## config.mk

```make
export PLATFORM = sky130hd
export DESIGN_NAME = dcc_mobile_packet_decoder
export DESIGN_NICKNAME = d
export VERILOG_FILES = /design/src/hdl/dmpd_pkg.sv /design/src/hdl/dmpd_fifo.sv /design/src/hdl/dmpd_front.sv /design/src/hdl/dmpd_back.sv /design/src/hdl/dcc_mobile_packet_decoder.sv
export SDC_FILE = /design/constraint.sdc
export NUM_CORES = 1
export LEC_CHECK = 0
export BUFFER_PORTS_ARGS = -buffer_cell sky130_fd_sc_hd__buf_2
export CORE_ASPECT_RATIO = 1.75
export CORE_MARGIN = 5
export CORE_UTILIZATION = 50
export CTS_CLUSTER_DIAMETER = 50
export DETAILED_ROUTE_END_ITERATION = 12
export PLACE_DENSITY = 0.69
export SYNTH_ARGS = -nofsm -noshare
export SYNTH_HDL_FRONTEND = slang
export SYNTH_SLANG_ARGS = --single-unit
```

## constraint.sdc

```tcl
create_clock -name clk -period 5.2 [get_ports clk]
set_input_delay 0.52 -clock clk [delete_from_list [all_inputs] [get_ports clk]]
set_output_delay 0.52 -clock clk [all_outputs]
set_load 0.1 [all_outputs]
```

## src/hdl/dmpd_pkg.sv

```systemverilog
// Shared types and constants of the DCC mobile packet decoder.
// Used by every module under hdl but dmpd_fifo; depends on nothing.
`timescale 1ns / 1ps

package dmpd_pkg;

  // Packet record geometry: decode never looks past byte 4
  localparam int REC_BYTES = 5;
  localparam int SIZE_W    = 4;
  localparam int PADDR_W   = 5;
  localparam int REG_IDX_W = 3;

  // Register indexes on the configuration port
  localparam logic [REG_IDX_W-1:0] REG_SHORT_ADDR = 3'd0;
  localparam logic [REG_IDX_W-1:0] REG_LONG_HIGH  = 3'd1;
  localparam logic [REG_IDX_W-1:0] REG_LONG_LOW   = 3'd2;
  localparam logic [REG_IDX_W-1:0] REG_CONSIST    = 3'd3;
  localparam logic [REG_IDX_W-1:0] REG_MODE       = 3'd4;

  // Register reset values
  localparam logic [7:0] RST_SHORT_ADDR = 8'd3;
  localparam logic [7:0] RST_LONG_HIGH  = 8'd192;
  localparam logic [7:0] RST_LONG_LOW   = 8'd0;
  localparam logic [7:0] RST_CONSIST    = 8'd0;
  localparam logic [7:0] RST_MODE       = 8'd0;

  // Address limits
  localparam logic [7:0] SHORT_ADDR_MIN = 8'd3;
  localparam logic [7:0] SHORT_ADDR_MAX = 8'd127;
  localparam logic [7:0] LONG_HIGH_MIN  = 8'd192;
  localparam logic [7:0] LONG_HIGH_MAX  = 8'd231;
  localparam int         MODE_LONG_BIT  = 4;

  // Instruction codes
  localparam logic [7:0] INSTR_CV_WRITE_MASK = 8'hFC;
  localparam logic [7:0] INSTR_CV_WRITE      = 8'hEC;
  localparam logic [7:0] INSTR_SPEED_128     = 8'h3F;
  localparam logic [7:0] INSTR_FG1_MASK      = 8'hE0;
  localparam logic [7:0] INSTR_FG1           = 8'h80;
  localparam logic [7:0] INSTR_FG2_MASK      = 8'hF0;
  localparam logic [7:0] INSTR_FG2_LOW       = 8'hB0;
  localparam logic [7:0] INSTR_FG2_HIGH      = 8'hA0;
  localparam logic [7:0] INSTR_F13_F20       = 8'hDE;
  localparam logic [7:0] INSTR_F21_F28       = 8'hDF;

  // CV numbers and values with special meaning
  localparam logic [7:0] CV_RESET_INDEX = 8'd7;
  localparam logic [7:0] CV_RESET_VALUE = 8'd8;
  localparam logic [8:0] CV_MODE_NUMBER = 9'd29;

  typedef struct packed {
    logic [7:0] packet_byte;
    logic       last_byte_flag;
  } in_item_t;

  typedef struct packed {
    logic        address_matched;
    logic [6:0]  speed_step;
    logic        direction_out;
    logic [28:0] function_outputs;
    logic        state_changed;
    logic        cv_write_valid;
    logic [8:0]  cv_number;
    logic [7:0]  cv_value;
    logic        decoder_reset_request;
  } result_t;

  // One complete packet as handed from the front to the back
  typedef struct packed {
    logic [REC_BYTES-1:0][7:0] bytes;
    logic [SIZE_W-1:0]         size;
    logic [7:0]                final_byte;
  } pkt_rec_t;

  typedef struct packed {
    logic [7:0] short_addr;
    logic [7:0] long_high;
    logic [7:0] long_low;
    logic [7:0] consist;
    logic [7:0] mode;
  } cfg_regs_t;

  typedef struct packed {
    logic       en;
    logic [7:0] value;
  } mode_wr_t;

endpackage

```

## src/hdl/dmpd_fifo.sv

```systemverilog
// Two-entry queue with registered storage and occupancy count.
// Depends on nothing; the payload width is a parameter.
`timescale 1ns / 1ps

module dmpd_fifo #(
  parameter int WIDTH = 8
) (
  input  logic             clk,
  input  logic             rst,
  input  logic             push,
  input  logic [WIDTH-1:0] wdata,
  output logic             full,
  input  logic             pop,
  output logic [WIDTH-1:0] rdata,
  output logic             empty
);

  logic [WIDTH-1:0] mem [2];
  logic             wr_ptr;
  logic             rd_ptr;
  logic [1:0]       count;
  logic             do_push;
  logic             do_pop;

  assign full    = (count == 2'd2);
  assign empty   = (count == 2'd0);
  assign rdata   = mem[rd_ptr];
  assign do_push = push && !full;
  assign do_pop  = pop && !empty;

  // Store the pushed request
  always_ff @(posedge clk) begin
    if (do_push) begin
      mem[wr_ptr] <= wdata;
    end
  end

  // Advance pointers and count
  always_ff @(posedge clk) begin
    if (rst) begin
      wr_ptr <= 1'b0;
      rd_ptr <= 1'b0;
      count  <= 2'd0;
    end else begin
      if (do_push) begin
        wr_ptr <= ~wr_ptr;
      end
      if (do_pop) begin
        rd_ptr <= ~rd_ptr;
      end
      if (do_push && !do_pop) begin
        count <= count + 2'd1;
      end else if (do_pop && !do_push) begin
        count <= count - 2'd1;
      end
    end
  end

endmodule

```

## src/hdl/dmpd_front.sv

```systemverilog
// Front of the decoder: collects packet bytes and hands complete packets on.
// Depends on dmpd_pkg.
`timescale 1ns / 1ps

module dmpd_front #(
  parameter int MAX_PACKET_BYTES = 6
) (
  input  logic               clk,
  input  logic               rst,
  input  logic               accept,
  input  dmpd_pkg::in_item_t byte_item,
  output logic               rec_push,
  output dmpd_pkg::pkt_rec_t rec
);

  localparam int CW   = $clog2(MAX_PACKET_BYTES + 1);
  localparam int KEEP = (MAX_PACKET_BYTES < dmpd_pkg::REC_BYTES) ?
                        MAX_PACKET_BYTES : dmpd_pkg::REC_BYTES;

  logic [CW-1:0] count;
  logic          overflow;
  logic          room;
  logic [7:0]    pkt_buf [KEEP];

  assign room = (count < CW'(MAX_PACKET_BYTES));

  // Store the leading bytes; later ones are never decoded
  for (genvar j = 0; j < KEEP; j++) begin : g_buf
    always_ff @(posedge clk) begin
      if (accept && (count == CW'(j))) begin
        pkt_buf[j] <= byte_item.packet_byte;
      end
    end
  end

  // Build the record: received bytes, the byte now arriving, zero beyond
  for (genvar j = 0; j < dmpd_pkg::REC_BYTES; j++) begin : g_rec
    if (j < KEEP) begin : g_kept
      always_comb begin
        if (count > CW'(j)) begin
          rec.bytes[j] = pkt_buf[j];
        end else if (count == CW'(j)) begin
          rec.bytes[j] = byte_item.packet_byte;
        end else begin
          rec.bytes[j] = 8'h00;
        end
      end
    end else begin : g_absent
      assign rec.bytes[j] = 8'h00;
    end
  end

  assign rec.size       = dmpd_pkg::SIZE_W'(count) + dmpd_pkg::SIZE_W'(1);
  assign rec.final_byte = byte_item.packet_byte;
  assign rec_push       = accept && byte_item.last_byte_flag && room && !overflow;

  // Count bytes, flag over-long packets, restart on the final byte
  always_ff @(posedge clk) begin
    if (rst) begin
      count    <= '0;
      overflow <= 1'b0;
    end else if (accept) begin
      if (byte_item.last_byte_flag) begin
        count    <= '0;
        overflow <= 1'b0;
      end else if (room) begin
        count <= count + CW'(1);
      end else begin
        overflow <= 1'b1;
      end
    end
  end

endmodule

```

## src/hdl/dmpd_back.sv

```systemverilog
// Back of the decoder: decodes one packet a cycle while out_room is high,
// updates held speed, direction, functions, confirms CV writes. Uses dmpd_pkg.
`timescale 1ns / 1ps

module dmpd_back (
  input  logic                clk,
  input  logic                rst,
  input  logic                pkt_valid,
  input  dmpd_pkg::pkt_rec_t  rec,
  output logic                pkt_pop,
  input  logic                out_room,
  output logic                res_push,
  output dmpd_pkg::result_t   res,
  input  dmpd_pkg::cfg_regs_t regs,
  output dmpd_pkg::mode_wr_t  mode_wr
);

  logic [6:0]  speed;
  logic        dir;
  logic [28:0] funcs;
  logic [7:0]  prev_final;

  logic [6:0]  speed_next;
  logic        dir_next;
  logic [28:0] funcs_next;

  logic        s;
  logic [13:0] dcc_addr;
  logic [13:0] active_addr;
  logic [7:0]  hi_off;
  logic        addr_valid;
  logic        primary;
  logic        matched;
  logic [7:0]  instr;
  logic [7:0]  d;
  logic [7:0]  val;
  logic [dmpd_pkg::SIZE_W-1:0] size_basic;
  logic [dmpd_pkg::SIZE_W-1:0] size_data;
  logic        is_cv_write;
  logic        confirm;
  logic        reset_req;
  logic        cv_valid;
  logic [8:0]  cv_num;

  // Derive the primary address from the registers
  assign hi_off = regs.long_high - dmpd_pkg::LONG_HIGH_MIN;
  always_comb begin
    if (regs.mode[dmpd_pkg::MODE_LONG_BIT]) begin
      addr_valid  = (regs.long_high >= dmpd_pkg::LONG_HIGH_MIN) &&
                    (regs.long_high <= dmpd_pkg::LONG_HIGH_MAX);
      active_addr = {hi_off[5:0], regs.long_low};
    end else begin
      addr_valid  = (regs.short_addr >= dmpd_pkg::SHORT_ADDR_MIN) &&
                    (regs.short_addr <= dmpd_pkg::SHORT_ADDR_MAX);
      active_addr = {6'd0, regs.short_addr};
    end
  end

  // Pick the address and the fields that follow it
  assign s          = rec.bytes[0][7];
  assign dcc_addr   = s ? {rec.bytes[0][5:0], rec.bytes[1]} : {7'd0, rec.bytes[0][6:0]};
  assign instr      = s ? rec.bytes[2] : rec.bytes[1];
  assign d          = s ? rec.bytes[3] : rec.bytes[2];
  assign val        = s ? rec.bytes[4] : rec.bytes[3];
  assign size_basic = s ? dmpd_pkg::SIZE_W'(3) : dmpd_pkg::SIZE_W'(2);
  assign size_data  = size_basic + dmpd_pkg::SIZE_W'(1);

  assign primary = addr_valid && (dcc_addr == active_addr);
  assign matched = primary || (dcc_addr == {7'd0, regs.consist[6:0]});

  // Confirm a CV write when the final byte repeats
  assign is_cv_write = primary &&
      ((instr & dmpd_pkg::INSTR_CV_WRITE_MASK) == dmpd_pkg::INSTR_CV_WRITE);
  assign confirm   = is_cv_write && (rec.final_byte == prev_final);
  assign reset_req = confirm && (d == dmpd_pkg::CV_RESET_INDEX) &&
                     (val == dmpd_pkg::CV_RESET_VALUE);
  assign cv_valid  = confirm && !reset_req;
  assign cv_num    = {1'b0, d} + 9'd1;

  // Work out the new speed, direction and functions
  always_comb begin
    speed_next = speed;
    dir_next   = dir;
    funcs_next = funcs;
    if (matched && !is_cv_write) begin
      if (!instr[7]) begin
        if ((instr == dmpd_pkg::INSTR_SPEED_128) && (rec.size == size_data)) begin
          dir_next   = d[7];
          speed_next = (d[6:0] == 7'd0) ? 7'd0 : d[6:0] - 7'd1;
        end else if (rec.size == size_basic) begin
          dir_next   = instr[5];
          speed_next = {2'd0, instr[4:0]};
        end else begin
          dir_next   = 1'b1;
          speed_next = 7'd0;
        end
      end else if ((instr & dmpd_pkg::INSTR_FG1_MASK) == dmpd_pkg::INSTR_FG1) begin
        funcs_next[0]   = instr[4];
        funcs_next[4:1] = instr[3:0];
      end else if ((instr & dmpd_pkg::INSTR_FG2_MASK) == dmpd_pkg::INSTR_FG2_LOW) begin
        funcs_next[8:5] = instr[3:0];
      end else if ((instr & dmpd_pkg::INSTR_FG2_MASK) == dmpd_pkg::INSTR_FG2_HIGH) begin
        funcs_next[12:9] = instr[3:0];
      end else if (instr == dmpd_pkg::INSTR_F13_F20) begin
        if (rec.size >= size_data) begin
          funcs_next[20:13] = d;
        end
      end else if (instr == dmpd_pkg::INSTR_F21_F28) begin
        if (rec.size >= size_data) begin
          funcs_next[28:21] = d;
        end
      end
    end
  end

  // Form the result
  assign pkt_pop  = pkt_valid && out_room;
  assign res_push = pkt_pop;

  always_comb begin
    res.address_matched       = matched;
    res.speed_step            = speed_next;
    res.direction_out         = dir_next;
    res.function_outputs      = funcs_next;
    res.state_changed         = (speed_next != speed) || (dir_next != dir) ||
                                (funcs_next != funcs);
    res.cv_write_valid        = cv_valid;
    res.cv_number             = confirm ? cv_num : 9'd0;
    res.cv_value              = confirm ? val : 8'd0;
    res.decoder_reset_request = reset_req;
  end

  // Request a mode register update on a confirmed CV29 write
  assign mode_wr.en    = pkt_pop && cv_valid && (cv_num == dmpd_pkg::CV_MODE_NUMBER);
  assign mode_wr.value = val;

  // Hold decoder state; advance it per consumed packet
  always_ff @(posedge clk) begin
    if (rst) begin
      speed      <= 7'd0;
      dir        <= 1'b1;
      funcs      <= 29'd0;
      prev_final <= 8'd0;
    end else if (pkt_pop) begin
      speed      <= speed_next;
      dir        <= dir_next;
      funcs      <= funcs_next;
      prev_final <= rec.final_byte;
    end
  end

  a_cv_write_shape: assert property (@(posedge clk) disable iff (rst)
    (res_push && res.cv_write_valid) |-> (res.address_matched && !res.state_changed))
    else $error("confirmed CV write with unmatched address or state change");

  a_reset_req_shape: assert property (@(posedge clk) disable iff (rst)
    (res_push && res.decoder_reset_request) |->
    (!res.cv_write_valid && (res.cv_number == 9'd8) && (res.cv_value == 8'd8)))
    else $error("decoder reset request with wrong CV fields");

  a_mode_wr_source: assert property (@(posedge clk) disable iff (rst)
    mode_wr.en |-> (res_push && res.cv_write_valid && res.address_matched))
    else $error("mode update without a confirmed CV write");

  a_state_holds: assert property (@(posedge clk) disable iff (rst)
    (!$past(rst) && !$past(pkt_pop)) |-> ($stable(speed) && $stable(dir) && $stable(funcs)))
    else $error("decoder state changed without a packet");

endmodule

```

## src/hdl/dcc_mobile_packet_decoder.sv

```systemverilog
// DCC mobile packet decoder. Packet bytes are pushed one per clock while
// full is low; the front collects them and, on the byte marked last, queues
// the whole packet in a two-entry queue. The back decodes one queued packet
// per clock while the two-entry result queue has room, so each side can stall
// on its own. Sustained rate is one byte per cycle when nothing stalls. A
// final byte's packet is registered in the packet queue, decoded from its
// head and its result registered in the result queue. Non-final bytes and
// dropped over-long packets give no result. full follows the packet queue,
// and the registers are read and written over APB at byte addresses 0, 4,
// 8, 12 and 16. Depends on dmpd_pkg, dmpd_fifo, dmpd_front and dmpd_back.
`timescale 1ns / 1ps

module dcc_mobile_packet_decoder #(
  parameter int MAX_PACKET_BYTES = 6
) (
  input  logic                           clk,
  input  logic                           rst,
  input  logic                           psel,
  input  logic                           penable,
  input  logic                           pwrite,
  input  logic [dmpd_pkg::PADDR_W-1:0]   paddr,
  input  logic [31:0]                    pwdata,
  output logic [31:0]                    prdata,
  output logic                           pready,
  input  logic                           push,
  output logic                           full,
  input  dmpd_pkg::in_item_t             byte_item,
  output logic                           empty,
  input  logic                           pop,
  output dmpd_pkg::result_t              result
);

  localparam int REC_W = $bits(dmpd_pkg::pkt_rec_t);
  localparam int RES_W = $bits(dmpd_pkg::result_t);

  dmpd_pkg::cfg_regs_t regs;
  dmpd_pkg::mode_wr_t  mode_wr;
  dmpd_pkg::pkt_rec_t  rec_in;
  dmpd_pkg::result_t   res;

  logic [dmpd_pkg::REG_IDX_W-1:0] reg_idx;
  logic             cfg_wr;
  logic             accept;
  logic             rec_push;
  logic             pkt_full;
  logic             pkt_empty;
  logic             pkt_pop;
  logic [REC_W-1:0] pkt_rdata;
  logic             res_push;
  logic             res_full;
  logic [RES_W-1:0] res_rdata;

  assign pready  = 1'b1;
  assign reg_idx = paddr[dmpd_pkg::PADDR_W-1:2];
  assign cfg_wr  = psel && penable && pwrite && pready;

  // Configuration registers; a confirmed CV29 write sets mode if no APB write
  always_ff @(posedge clk) begin
    if (rst) begin
      regs.short_addr <= dmpd_pkg::RST_SHORT_ADDR;
      regs.long_high  <= dmpd_pkg::RST_LONG_HIGH;
      regs.long_low   <= dmpd_pkg::RST_LONG_LOW;
      regs.consist    <= dmpd_pkg::RST_CONSIST;
      regs.mode       <= dmpd_pkg::RST_MODE;
    end else if (cfg_wr) begin
      case (reg_idx)
        dmpd_pkg::REG_SHORT_ADDR: regs.short_addr <= pwdata[7:0];
        dmpd_pkg::REG_LONG_HIGH:  regs.long_high  <= pwdata[7:0];
        dmpd_pkg::REG_LONG_LOW:   regs.long_low   <= pwdata[7:0];
        dmpd_pkg::REG_CONSIST:    regs.consist    <= pwdata[7:0];
        dmpd_pkg::REG_MODE:       regs.mode       <= pwdata[7:0];
        default: begin
        end
      endcase
    end else if (mode_wr.en) begin
      regs.mode <= mode_wr.value;
    end
  end

  // Register read-back
  always_comb begin
    case (reg_idx)
      dmpd_pkg::REG_SHORT_ADDR: prdata = {24'd0, regs.short_addr};
      dmpd_pkg::REG_LONG_HIGH:  prdata = {24'd0, regs.long_high};
      dmpd_pkg::REG_LONG_LOW:   prdata = {24'd0, regs.long_low};
      dmpd_pkg::REG_CONSIST:    prdata = {24'd0, regs.consist};
      dmpd_pkg::REG_MODE:       prdata = {24'd0, regs.mode};
      default:                  prdata = 32'd0;
    endcase
  end

  // Byte collection
  assign full   = pkt_full;
  assign accept = push && !pkt_full;

  dmpd_front #(
    .MAX_PACKET_BYTES(MAX_PACKET_BYTES)
  ) u_front (
    .clk      (clk),
    .rst      (rst),
    .accept   (accept),
    .byte_item(byte_item),
    .rec_push (rec_push),
    .rec      (rec_in)
  );

  // Packet queue between front and back
  dmpd_fifo #(
    .WIDTH(REC_W)
  ) u_pkt_q (
    .clk  (clk),
    .rst  (rst),
    .push (rec_push),
    .wdata(rec_in),
    .full (pkt_full),
    .pop  (pkt_pop),
    .rdata(pkt_rdata),
    .empty(pkt_empty)
  );

  // Packet decode
  dmpd_back u_back (
    .clk      (clk),
    .rst      (rst),
    .pkt_valid(!pkt_empty),
    .rec      (dmpd_pkg::pkt_rec_t'(pkt_rdata)),
    .pkt_pop  (pkt_pop),
    .out_room (!res_full),
    .res_push (res_push),
    .res      (res),
    .regs     (regs),
    .mode_wr  (mode_wr)
  );

  // Result queue
  dmpd_fifo #(
    .WIDTH(RES_W)
  ) u_res_q (
    .clk  (clk),
    .rst  (rst),
    .push (res_push),
    .wdata(res),
    .full (res_full),
    .pop  (pop),
    .rdata(res_rdata),
    .empty(empty)
  );

  assign result = dmpd_pkg::result_t'(res_rdata);

endmodule

```

== After elaboration in Yosys (flattened, before gate mapping) ==
Memories as Yosys holds them, arrays and structs flattened. A register that Yosys moved wholly into a read port is not among the register bits.
Cells that the tools add are included.
Storage, ports and cells
  bits in registers: 97
  bits in writable memories: 260
  bits of input ports: 53
  output and inout bits: 93
  memories kept: 3
Memories
  u_res_q.mem: words 2, bits a word 58, read ports 1, clocked after Yosys merged registers in 1, wr ports 1, line dmpd_fifo.sv:18  | logic [WIDTH-1:0] mem [2];
  u_pkt_q.mem: words 2, bits a word 52, read ports 1, clocked after Yosys merged registers in 1, wr ports 1, line dmpd_fifo.sv:18
  u_front.pkt_buf: words 5, bits a word 8, read ports 5, clocked after Yosys merged registers in 0, wr ports 1, line dmpd_front.sv:23  | logic [7:0] pkt_buf [KEEP];
Operators by class
  $add $sub $neg: 10
  order comparisons: 11
  equal/unequal tests: 30
  mux-type cells: 83
  bitwise logic cells: 4
  reductions and logical operators: 66
Operator list (number)
  8-bit 2-to-1 mux: 26
  29-bit 2-to-1 mux: 2
  8-bit one-hot mux with 5 select lines: 1
  1-bit logical AND: 32
  8-bit OR reduction: 4
  1-bit 2-to-1 mux: 30
  29-bit inequality test: 1
  14-bit 2-to-1 mux: 2
  7-bit 2-to-1 mux: 4
  24-bit 2-to-1 mux: 1
  20-bit 2-to-1 mux: 1
  3-bit 2-to-1 mux: 6
  8-bit equality test, second input constant: 2
  16-bit 2-to-1 mux: 1
  14-bit equality test: 1
  14-bit by 7-bit equality test with 1-bit output: 1
  2-bit AND reduction: 7
  3-bit by 2-bit equality test with 1-bit output, second input constant: 4
  1-bit zero test: 11
  5-bit 2-to-1 mux: 2
  8-bit by 1-bit adder with 9-bit output, second input constant: 1
  3-bit equality test, second input constant: 3
  9-bit by 5-bit equality test with 1-bit output, second input constant: 1
  9-bit 2-to-1 mux: 1
  37 further kinds: 59

== Logic depth before layout (Yosys ltp) ==
  depth in word-level cells: 14
  mapped depth: 17

== Cells and area by module ==
From an unflattened synthesis, not the netlist that was laid out.
Unflattened totals
  cells, all modules: 1395
  area, all modules: 17747.0 µm²
Modules (own cells, without submodules)
  dmpd_back: instances 1, cells each 579, area each 4840.9 µm², sequential area each 900.9 µm²
  dmpd_fifo at u_res_q: instances 1, cells each 205, area each 4399.2 µm², sequential area each 3583.4 µm²
  dmpd_fifo at u_pkt_q: instances 1, cells each 187, area each 3956.3 µm², sequential area each 3223.1 µm²
  dmpd_front: instances 1, cells each 190, area each 2288.4 µm², sequential area each 1281.2 µm²
  dcc_mobile_packet_decoder: instances 1, cells each 234, area each 2262.2 µm², sequential area each 800.8 µm²

== Least setup slack after synthesis ==
Ideal clock, no wire load.
  kind: reg-to-reg
  from: memory u_pkt_q.mem[1][19] (netlist name)
  to: memory u_res_q.mem[0][19] (netlist name), data pin
  data arrival time: 3.798 ns
  slack: 1.136 ns
  stages on the path, launching flop included: 17
  cells stage by stage: edfxtp_1 buf_4 buf_4 mux2i_1 mux2i_1 clkbuf_1 inv_1 ha_1 nand4_1 a22oi_1 or4_1 clkbuf_1 o21ai_0 o22a_1 a41oi_1 o31a_1 a311o_1
RTL lines (line)
  start: declaration: dmpd_fifo.sv:18
  end: declaration: dmpd_fifo.sv:18

==> impl_metrics.ini <==
[run_status]
status = finished clean

[critical_path]
cpMostUsedCell = sky130_fd_sc_hd__mux2i_1
critical_path.endpoint_type = flip-flop
timing.setup.critical_path_class = reg -> reg
reg2regPathDepth = 12
critical_path.startpoint_type = flip-flop
cp_cell_sequence = mux2i_1 > mux2i_1 > inv_1 > ha_1 > nand4_1 > a22oi_1 > or4_1 > o21ai_0 > o22a_1 > a41oi_1 > o31a_1 > a311o_1
regToRegEndpoint = u_res_q.mem[0][19]
arrival_ps = 4700
critPathMaxFanout = 19
r2r_setup_slack_ps = 780
worst-endpoint-required_ps = 5480
delay_of_the_slowest_cell_on_the_worst_path_ps = 960
worst_r2r_startpoint = u_pkt_q.mem[0][19]
critPathSlowestCell = sky130_fd_sc_hd__edfxtp_1

[hold_path]
worst_hold_startpoint = byte_item[0]
whs_endpoint = u_front.overflow
worstHoldPathType = in -> reg
min_delay_path_depth = 2

[route]
drt-pass1-iter-count = 5
route.final.wire_length_microns = 40600
drtIter0Drc = 719
antenna_violating_nets_post_route = 0
route.detailed.vias_per_inst = 5.69
total_number_of_vias = 11161
drc = 0
post_drt_wl_per_cell_microns = 20.7

[cells_and_area]
instances_no_fill = 1963
layout-drive-gt1-share = 0.209
utilization_of_the_core_after_routing = 0.562
antenna-diode-count = 0
flow.area_growth_from_synthesis_pct = 11.7
design.final.nets = 1542

[run]
maxCapViolCount = 0

[synthesis]
async_reset_ff_frac = 0
synth_top_cells_by_count = sky130_fd_sc_hd__edfxtp_1 (260), sky130_fd_sc_hd__mux2i_1 (145), sky130_fd_sc_hd__nor2_1 (143), sky130_fd_sc_hd__mux2_2 (117), sky130_fd_sc_hd__dfxtp_1 (99)
postSynthRegisterBits = 359
yosys_most_used_dff = sky130_fd_sc_hd__edfxtp_1
synth-warning-count = 0
seq_area_frac_synth = 0.569
yosys.cell_count.top_type = sky130_fd_sc_hd__edfxtp_1
synth_largest_area_cell = sky130_fd_sc_hd__edfxtp_1
yosysUniqueCellTypes = 78
synth_largest_type_area_fraction = 0.454
synth_edf_count = 260
synth.top_cells.by_area = sky130_fd_sc_hd__edfxtp_1 (45%), sky130_fd_sc_hd__dfxtp_1 (12%), sky130_fd_sc_hd__mux2i_1 (8.4%)
synthesis.instances = 1392
syn_avg_cell_area_sq_um = 12.4
synth.cell_area_sq_mm = 0.0172

[placed_design]
place_inst = 1901
dp.final_hpwl_microns = 29500
io_buffers = 94
routabilityCongestion = 0.890

[timing]
timing.slew.headroom = 0.131
setup_repair_after_global_routing_missed_its_margin = no
achievable-frequency_ghz = 0.226
totalNegativeSetupSlack_ps = 0
timing.final.hold_violations = 0
final-setup-viol-count = 0
clock_skew_ps = 19.8
final-max-slew-violation-count = 0
final.period_utilization = 0.850
period_minus_slack_ps = 4420
worstMarginPinSlew_ps = 1290

[clock_network]
cts_post_setup_buffers_inserted = 0
cts_hold_buffers = 0
clkSinkCount = 359
htreeDepth = 2
cts-root-to-sink-buffers = 3
clock_latency_ps = 540
clk_root_buffer_cell = sky130_fd_sc_hd__clkbuf_16
cts_repair_resize_count = 0
path_clk_slew_ps = 70
tritoncts = yes
cts_buffers = 34

[global_route]
grt_pass1_wl_microns = 62900
initial_antenna_violation_count = 0
gr-usage-all-layers = 0.210
largest_net_degree_at_the_start_of_global_routing = 71
grt_pass1_vias = 11431
global_route.overflow_total = 0

[die]
floorplan.die.height_microns = 255
core_region_area_sq_mm = 0.0342
floorplan.initialDensity = 0.503
fp.dieW_microns = 150
ios = 146
floorplan.die_area_sq_mm = 0.0384
fp-row-count = 90

[power_and_ir_drop]
vdd.ir_drop.worst_v = 0.000429
leakagePower_nw = 7.00
p_per_area_mw_per_mm2 = 540
[worst max-delay path by stage]
stage,start,to,slack [ps]
finish,u_pkt_q.mem[0][19],u_res_q.mem[0][19],780
global route,u_pkt_q.mem[0][19],u_res_q.mem[1][19],540
CTS,u_pkt_q.mem[0][19],u_res_q.mem[1][19],840
detailed placement,u_pkt_q.mem[0][19],u_res_q.mem[1][19],860
global placement,flip-flop,regs[0],920
floorplan,u_pkt_q.mem[1][19],u_res_q.mem[0][19],1140
[critical path: cells and delay by family, from the launching register on]
family,cells,cell delay (ps)
flops,1,960
mux,2,540
compound gates,6,1470
buf+inv,1,160
fa+ha+maj,1,230
simple gates,2,800
[kinds of logic (layout without fill, tap and decap cells)]
family	count (synthesis)	count (layout)	share of synthesized area
mux	268	268	0.168
compound gates	224	224	0.0901
flops	359	359	0.569
buf+inv	124	212	0.0361
simple gates	336	336	0.0936
other cells	2	25	0.000436
xor+xnor	67	67	0.0341
fa+ha+maj	12	12	0.00872
[power by group]
part | total (mW) | internal [mW] | leakage (nW) | switching (mW)
clock | 2.57 | 1.50 | 0.568 | 1.07
sequential | 3.73 | 3.54 | 3.24 | 0.195
combinational | 4.08 | 0.910 | 3.20 | 3.17
total | 10.4 | 5.95 | 7.00 | 4.43
[registers in the layout (all words and copies together), names as in the netlist, 3 cells and up, named ones only]
name	flops
regs	40
u_front.count	3
u_front.pkt_buf	40
u_res_q.mem	116
u_back.speed	7
u_back.prev_final	8
u_back.funcs	29
u_pkt_q.mem	104
[through the flow]
| stage | hold WS, ps | total power, mW | worst slack (ps) | cell area, sq um |
|---|---|---|---|---|
| floorplan | 453 | 7.14 | 1140 | 17300 |
| global placement | 470 | 7.85 | 923 | 18100 |
| detailed placement | 471 | 7.90 | 857 | 18100 |
| CTS | 241 | 10.5 | 838 | 19200 |
| global route | 269 | 10.8 | 540 | 19200 |
| finish | 253 | 10.4 | 781 | 19200 |
[layout make-up]
class	count	area, sq um
Multi-Input combinational cell	932	6910
Tap cell	460	576
Inverter	29	109
Timing Repair Buffer	121	673
Sequential cell	359	9790
Clock buffer	45	943
Fill cell	2953	15000
Clock inverter	17	226
[layout by cell type, fill, tap and decap left out, types with 15 or more instances in the layout]
cell type	netlist	final
sky130_fd_sc_hd__buf_2	7	94
sky130_fd_sc_hd__mux2i_1	145	145
sky130_fd_sc_hd__nand2_1	78	78
sky130_fd_sc_hd__dfxtp_1	99	97
sky130_fd_sc_hd__nand3_1	15	15
sky130_fd_sc_hd__a211oi_1	25	25
sky130_fd_sc_hd__edfxtp_1	260	260
sky130_fd_sc_hd__nor2_1	143	140
sky130_fd_sc_hd__o21ai_0	38	38
sky130_fd_sc_hd__clkbuf_16	0	35
sky130_fd_sc_hd__mux2_2	117	117
sky130_fd_sc_hd__xor2_1	33	33
sky130_fd_sc_hd__a21oi_1	61	61
sky130_fd_sc_hd__a22o_1	18	18
sky130_fd_sc_hd__buf_4	31	27
sky130_fd_sc_hd__inv_1	25	25
sky130_fd_sc_hd__xnor2_1	34	34
sky130_fd_sc_hd__conb_1	2	25
sky130_fd_sc_hd__nand2b_1	22	22
[routing by layer]
layer	track usage	vias up	routed length, microns
li1	-	5293	-
met1	0.233	5448	15000
met2	0.377	297	21700
met3	0.0264	123	1430
met4	0.124	0	2420
met5	0	-	0
Note: power is estimated with default switching activity, not from simulation.
